<file path="src/pcgbr_pkg.sv">
// ----------------------------------------------------------------------------
// pcgbr_pkg
// Shared types, constants and helper functions for the bounded PCG8 generator.
// ----------------------------------------------------------------------------
package pcgbr_pkg;

    typedef logic [7:0] t_byte;

    // Generator constants
    localparam t_byte LCG_MULT            = 8'd141;
    localparam t_byte OUT_MULT            = 8'd217;
    localparam t_byte SEED_STATE_RESET    = 8'd42;
    localparam t_byte SEED_SEQUENCE_RESET = 8'd54;
    // State after default seeding: inc = 2*54+1, state from set-seq
    localparam t_byte LCG_INC_RESET       = 8'd109;
    localparam t_byte LCG_STATE_RESET     = 8'd152;

    // Configuration register indexes
    typedef enum logic {
        CFG_SEED_STATE    = 1'b0,
        CFG_SEED_SEQUENCE = 1'b1
    } t_cfg_reg;

    // Controller states
    typedef enum logic [2:0] {
        ST_IDLE,
        ST_THRESH,
        ST_DRAW,
        ST_REMAIN,
        ST_EMIT
    } t_state;

    // Controller to datapath commands
    typedef struct packed {
        logic load_bound;   // latch request, start threshold remainder
        logic draw;         // advance the LCG one step
        logic start_remain; // start remainder of accepted draw
        logic load_out;     // load the output register
    } t_dp_cmd;

    // Datapath to controller status
    typedef struct packed {
        logic bound_zero;   // incoming bound is zero
        logic mod_done;     // remainder unit finished this cycle
        logic draw_ok;      // current draw reaches the threshold
    } t_dp_sts;

    // One LCG step: state * 141 + inc, mod 256
    function automatic t_byte lcg_next(input t_byte s, input t_byte inc);
        logic [15:0] prod;
        prod = {8'd0, s} * {8'd0, LCG_MULT};
        return prod[7:0] + inc;
    endfunction

    // RXS-M-XS output permutation
    function automatic t_byte permute(input t_byte s);
        logic [2:0]  sh;
        t_byte       x;
        logic [15:0] prod;
        t_byte       w;
        sh   = 3'(s[7:6]) + 3'd2;
        x    = (s >> sh) ^ s;
        prod = {8'd0, x} * {8'd0, OUT_MULT};
        w    = prod[7:0];
        return (w >> 6) ^ w;
    endfunction

endpackage

</file>
<file path="src/pcgbr_ctrl.sv">
// ----------------------------------------------------------------------------
// pcgbr_ctrl
// Controller: sequences threshold, draws, remainder and output handshake.
// ----------------------------------------------------------------------------
module pcgbr_ctrl
    import pcgbr_pkg::*;
(
    input  logic    i_clk,
    input  logic    i_rst_n,
    input  logic    i_req_valid,
    output logic    o_req_ready,
    output logic    o_rsp_valid,
    input  logic    i_rsp_ready,
    input  t_dp_sts i_sts,
    output t_dp_cmd o_cmd
);

    t_state r_state, n_state;
    logic   r_out_valid, n_out_valid;
    logic   out_free;

    always_ff @(posedge i_clk) begin
        if (!i_rst_n) begin
            r_state     <= ST_IDLE;
            r_out_valid <= 1'b0;
        end else begin
            r_state     <= n_state;
            r_out_valid <= n_out_valid;
        end
    end

    assign out_free = !r_out_valid || i_rsp_ready;

    always_comb begin
        n_state     = r_state;
        o_cmd       = '0;
        o_req_ready = 1'b0;
        n_out_valid = r_out_valid && !i_rsp_ready;
        unique case (r_state)
            ST_IDLE: begin
                o_req_ready = 1'b1;
                if (i_req_valid) begin
                    o_cmd.load_bound = 1'b1;
                    n_state = i_sts.bound_zero ? ST_EMIT : ST_THRESH;
                end
            end
            ST_THRESH: begin
                if (i_sts.mod_done) begin
                    n_state = ST_DRAW;
                end
            end
            ST_DRAW: begin
                o_cmd.draw = 1'b1;
                if (i_sts.draw_ok) begin
                    o_cmd.start_remain = 1'b1;
                    n_state = ST_REMAIN;
                end
            end
            ST_REMAIN: begin
                if (i_sts.mod_done) begin
                    n_state = ST_EMIT;
                end
            end
            ST_EMIT: begin
                if (out_free) begin
                    o_cmd.load_out = 1'b1;
                    n_out_valid    = 1'b1;
                    n_state        = ST_IDLE;
                end
            end
            default: begin
                n_state = ST_IDLE;
            end
        endcase
    end

    assign o_rsp_valid = r_out_valid;

endmodule

</file>
<file path="config.mk">
export PLATFORM = sky130hd
export DESIGN_NAME = pcgbr_ctrl
export DESIGN_NICKNAME = d
export VERILOG_FILES = /design/src/pcgbr_pkg.sv /design/src/pcgbr_ctrl.sv
export SDC_FILE = /design/constraint.sdc
export NUM_CORES = 1
export LEC_CHECK = 0
export BUFFER_PORTS_ARGS = -buffer_cell sky130_fd_sc_hd__buf_2
export CELL_PAD_IN_SITES_DETAIL_PLACEMENT = 0
export CELL_PAD_IN_SITES_GLOBAL_PLACEMENT = 1
export CORE_AREA = 2 2 39 41
export CTS_CLUSTER_SIZE = 40
export DETAILED_ROUTE_END_ITERATION = 6
export DIE_AREA = 0 0 41 43
export GPL_TIMING_DRIVEN = 0
export PLACE_DENSITY_LB_ADDON = 0.05
export REMOVE_ABC_BUFFERS = 1
export SLEW_MARGIN = 20
export SYNTH_ARGS = -nofsm -noshare
export SYNTH_HDL_FRONTEND = slang
export SYNTH_SLANG_ARGS = --single-unit
</file>
<file path="constraint.sdc">
create_clock -name i_clk -period 1.15 [get_ports i_clk]
set_input_delay 0.1725 -clock i_clk [delete_from_list [all_inputs] [get_ports i_clk]]
set_output_delay 0.1725 -clock i_clk [all_outputs]
set_load 0.02 [all_outputs]
</file>
==> flow_metrics.tcl <==
set metrics [dict create \
    run_status "finished, violations left" \
    violations "setup timing" \
    final_hold_viol_count 0 \
    syn-mean-instance-area_um2 8.40 \
    die_w_um 41 \
    power.total_mw 0.583 \
    place_congestion 0.646 \
    ys_seq_elements 4 \
    max_freq_mhz 814 \
    drv_slew 0 \
    track_usage_pct 9.52 \
    start_kind "register" \
    wl_met1_um 273 \
    pin_count 13 \
    yosysWarnings 0 \
    rsz0062_at_grt "true" \
    numPortBuffers 12 \
    cts_buffers 3 \
    setup_ws_ns -0.0780 \
    clk_latency_ns 0.24 \
    nets 59 \
    path_max_fanout 5 \
    dp.cells 55 \
    drv_cap 0 \
    cpLargestDelayFamily "flip-flops" \
    initial_core_util_pct 17.0 \
    cellLeakagePower_nw 0.212 \
    maxSlewHeadroom_pct 75.5 \
    clkTransAtPathRegs_ns 0.03 \
    cp_cell_sequence "nor3b_4, and2_4, buf_6" \
    ys_types 20 \
    end_kind "primary output" \
    antenna_found_initial 0 \
    dp_hpwl_um 458 \
    critPathBufInv 1 \
    rows 14 \
    critical-path-slowest-cell "dfxtp_4" \
    max_stage_delay_ns 0.37 \
    crit_type "reg -> out" \
    first_global_vias 274 \
    n_antenna_cell 0 \
    drc 0 \
    drtIter0Drc 4 \
    wl_met2_um 323 \
    htree_levels 1 \
    drive_gt1_share_pct 70.0 \
    grt_overflow_total 0 \
    grt_max_degree 6 \
    routed-wl-met3_um 68 \
    drt-vias-per-instance 4.21 \
    timing.hold.ws_ns 0.232 \
    finalCritPeriodShare_pct 107 \
    worstPathArrival_ns 1.06 \
    fin_worst_skew_ns 0.00625 \
    period_needed_ns 1.23 \
    final_cells 66 \
    placed_cell_area_um2 310 \
    highest_layer "met3" \
    die-area_um2 1760 \
    routed-via-count 278 \
    cts_root_buf "clkbuf_4" \
    cp.required_ns 0.98 \
    cts_sinks 4 \
    ys_seq_area_share_pct 34.0 \
    cts_tree "yes" \
    powerDensity_nw_per_um2 1240 \
    core_um2 1380 \
    die_h_um 43 \
    tightest_slew_ns 0.368 \
    dr.pass1.iters 2 \
    max-vdd-ir-drop_mv 0.790 \
    num-fill-cells 147 \
    final_area_um2 472 \
    grt_pass1_wl_um 1070 \
    hold_path_class "in -> reg" \
    area_delta_synth_final_pct 101 \
    ant_nets 0 \
    cts_buffer_depth 2 \
    setup_violations 4 \
    netlist_instances 28 \
    fin_util_pct 34.1 \
    totalWireLength_um 666 \
    netlist_area_um2 235 \
    wl_per_cell_um 10.1 \
]
-- logic make-up after synthesis --
logic type / share of synthesized area [%]
flops: 34.0
compound gates: 18.1
buf+inv: 2.13
xor+xnor: 3.72
simple gates: 42.0
-- per-stage QoR --
step	setup TNS [ns]	setup slack, ns
2_1_floorplan	-0.694	-0.377
3_3_place_gp	-0.138	-0.0536
3_5_place_dp	-0.158	-0.0614
4_1_cts	-0.252	-0.0940
5_1_grt	-0.551	-0.144
6_report	-0.214	-0.0780
-- layout make-up --
class / instances / area, um2 / area share [%]
clock buffers: 3 / 22.5 / 4.77
multi-input cells: 23 / 200 / 42.4
flip-flops and latches: 4 / 91.3 / 19.4
well taps: 16 / 20.0 / 4.24
repair buffers: 20 / 138 / 29.2
-- final timing paths --
path,start,to,slack [ns],depth (start not counted)
worst min-delay path,i_rst_n,r_state[1],0.23,3
worst max-delay path,r_state[1],o_cmd[1],-0.08,3
worst min register to register,r_state[2],o_rsp_valid,0.54,2
worst max register to register,r_state[2],r_state[2],0,3
-- tightest hold or removal path, stage by stage --
cell      delay [ns]
buf_2           0.12
nand2b_4        0.08
nor2_1          0.04
-- sequential cells by signal, summed over array words and instances, names as in the netlist --
| signal | cells |
|---|---|
| r_state | 3 |
| o_rsp_valid | 1 |
-- cells in the mapped netlist --
| master | n | share of area [%] |
|---|---|---|
| nor3b_1 | 1 | 3.2 |
| nand2b_2 | 1 | 3.7 |
| and3_1 | 1 | 2.7 |
| a211oi_1 | 1 | 3.2 |
| nor2b_2 | 1 | 3.7 |
| nor4b_1 | 1 | 3.7 |
| o31ai_1 | 1 | 3.2 |
| nor2b_1 | 1 | 2.7 |
| nand2b_1 | 1 | 2.7 |
| and2_1 | 2 | 5.3 |
| nand2_1 | 2 | 3.2 |
| a2111oi_2 | 1 | 6.4 |
| a21boi_1 | 1 | 3.2 |
| a21oi_1 | 1 | 2.1 |
| dfxtp_1 | 4 | 34 |
| nor3_1 | 1 | 2.1 |
| buf_2 | 1 | 2.1 |
| nand4_1 | 1 | 2.7 |
| xor2_1 | 1 | 3.7 |
| nor2_1 | 4 | 6.4 |
-- routing by layer --
metal,vias to the layer above,track usage [%]
met4,0,4.00
li1,145,-
met1,121,9.90
met5,-,0
met3,0,8.38
met2,12,13.1
-- report_power, final --
part	switching (mW)	leakage (nW)	total, mW	internal [mW]
registers	0.0220	0.0348	0.176	0.154
logic	0.106	0.163	0.234	0.127
clock network	0.0564	0.0138	0.173	0.117
total	0.185	0.212	0.583	0.398
-- cell usage in the layout (no fill, tap or decap), types with 2 or more instances in the layout --
cell type	n
buf_4	10
clkbuf_4	3
nand2_1	2
nor2_1	3
buf_6	2
buf_2	8
dfxtp_4	3
-- repair_timing --
action,CTS,global route
hold buffers,0,0
pin swaps,6,4
setup buffers,7,1
gates resized for setup,17,4
hold endpoints to repair,0,0
endpoints found under the setup margin,7,7
(Power assumes the default switching activity.)
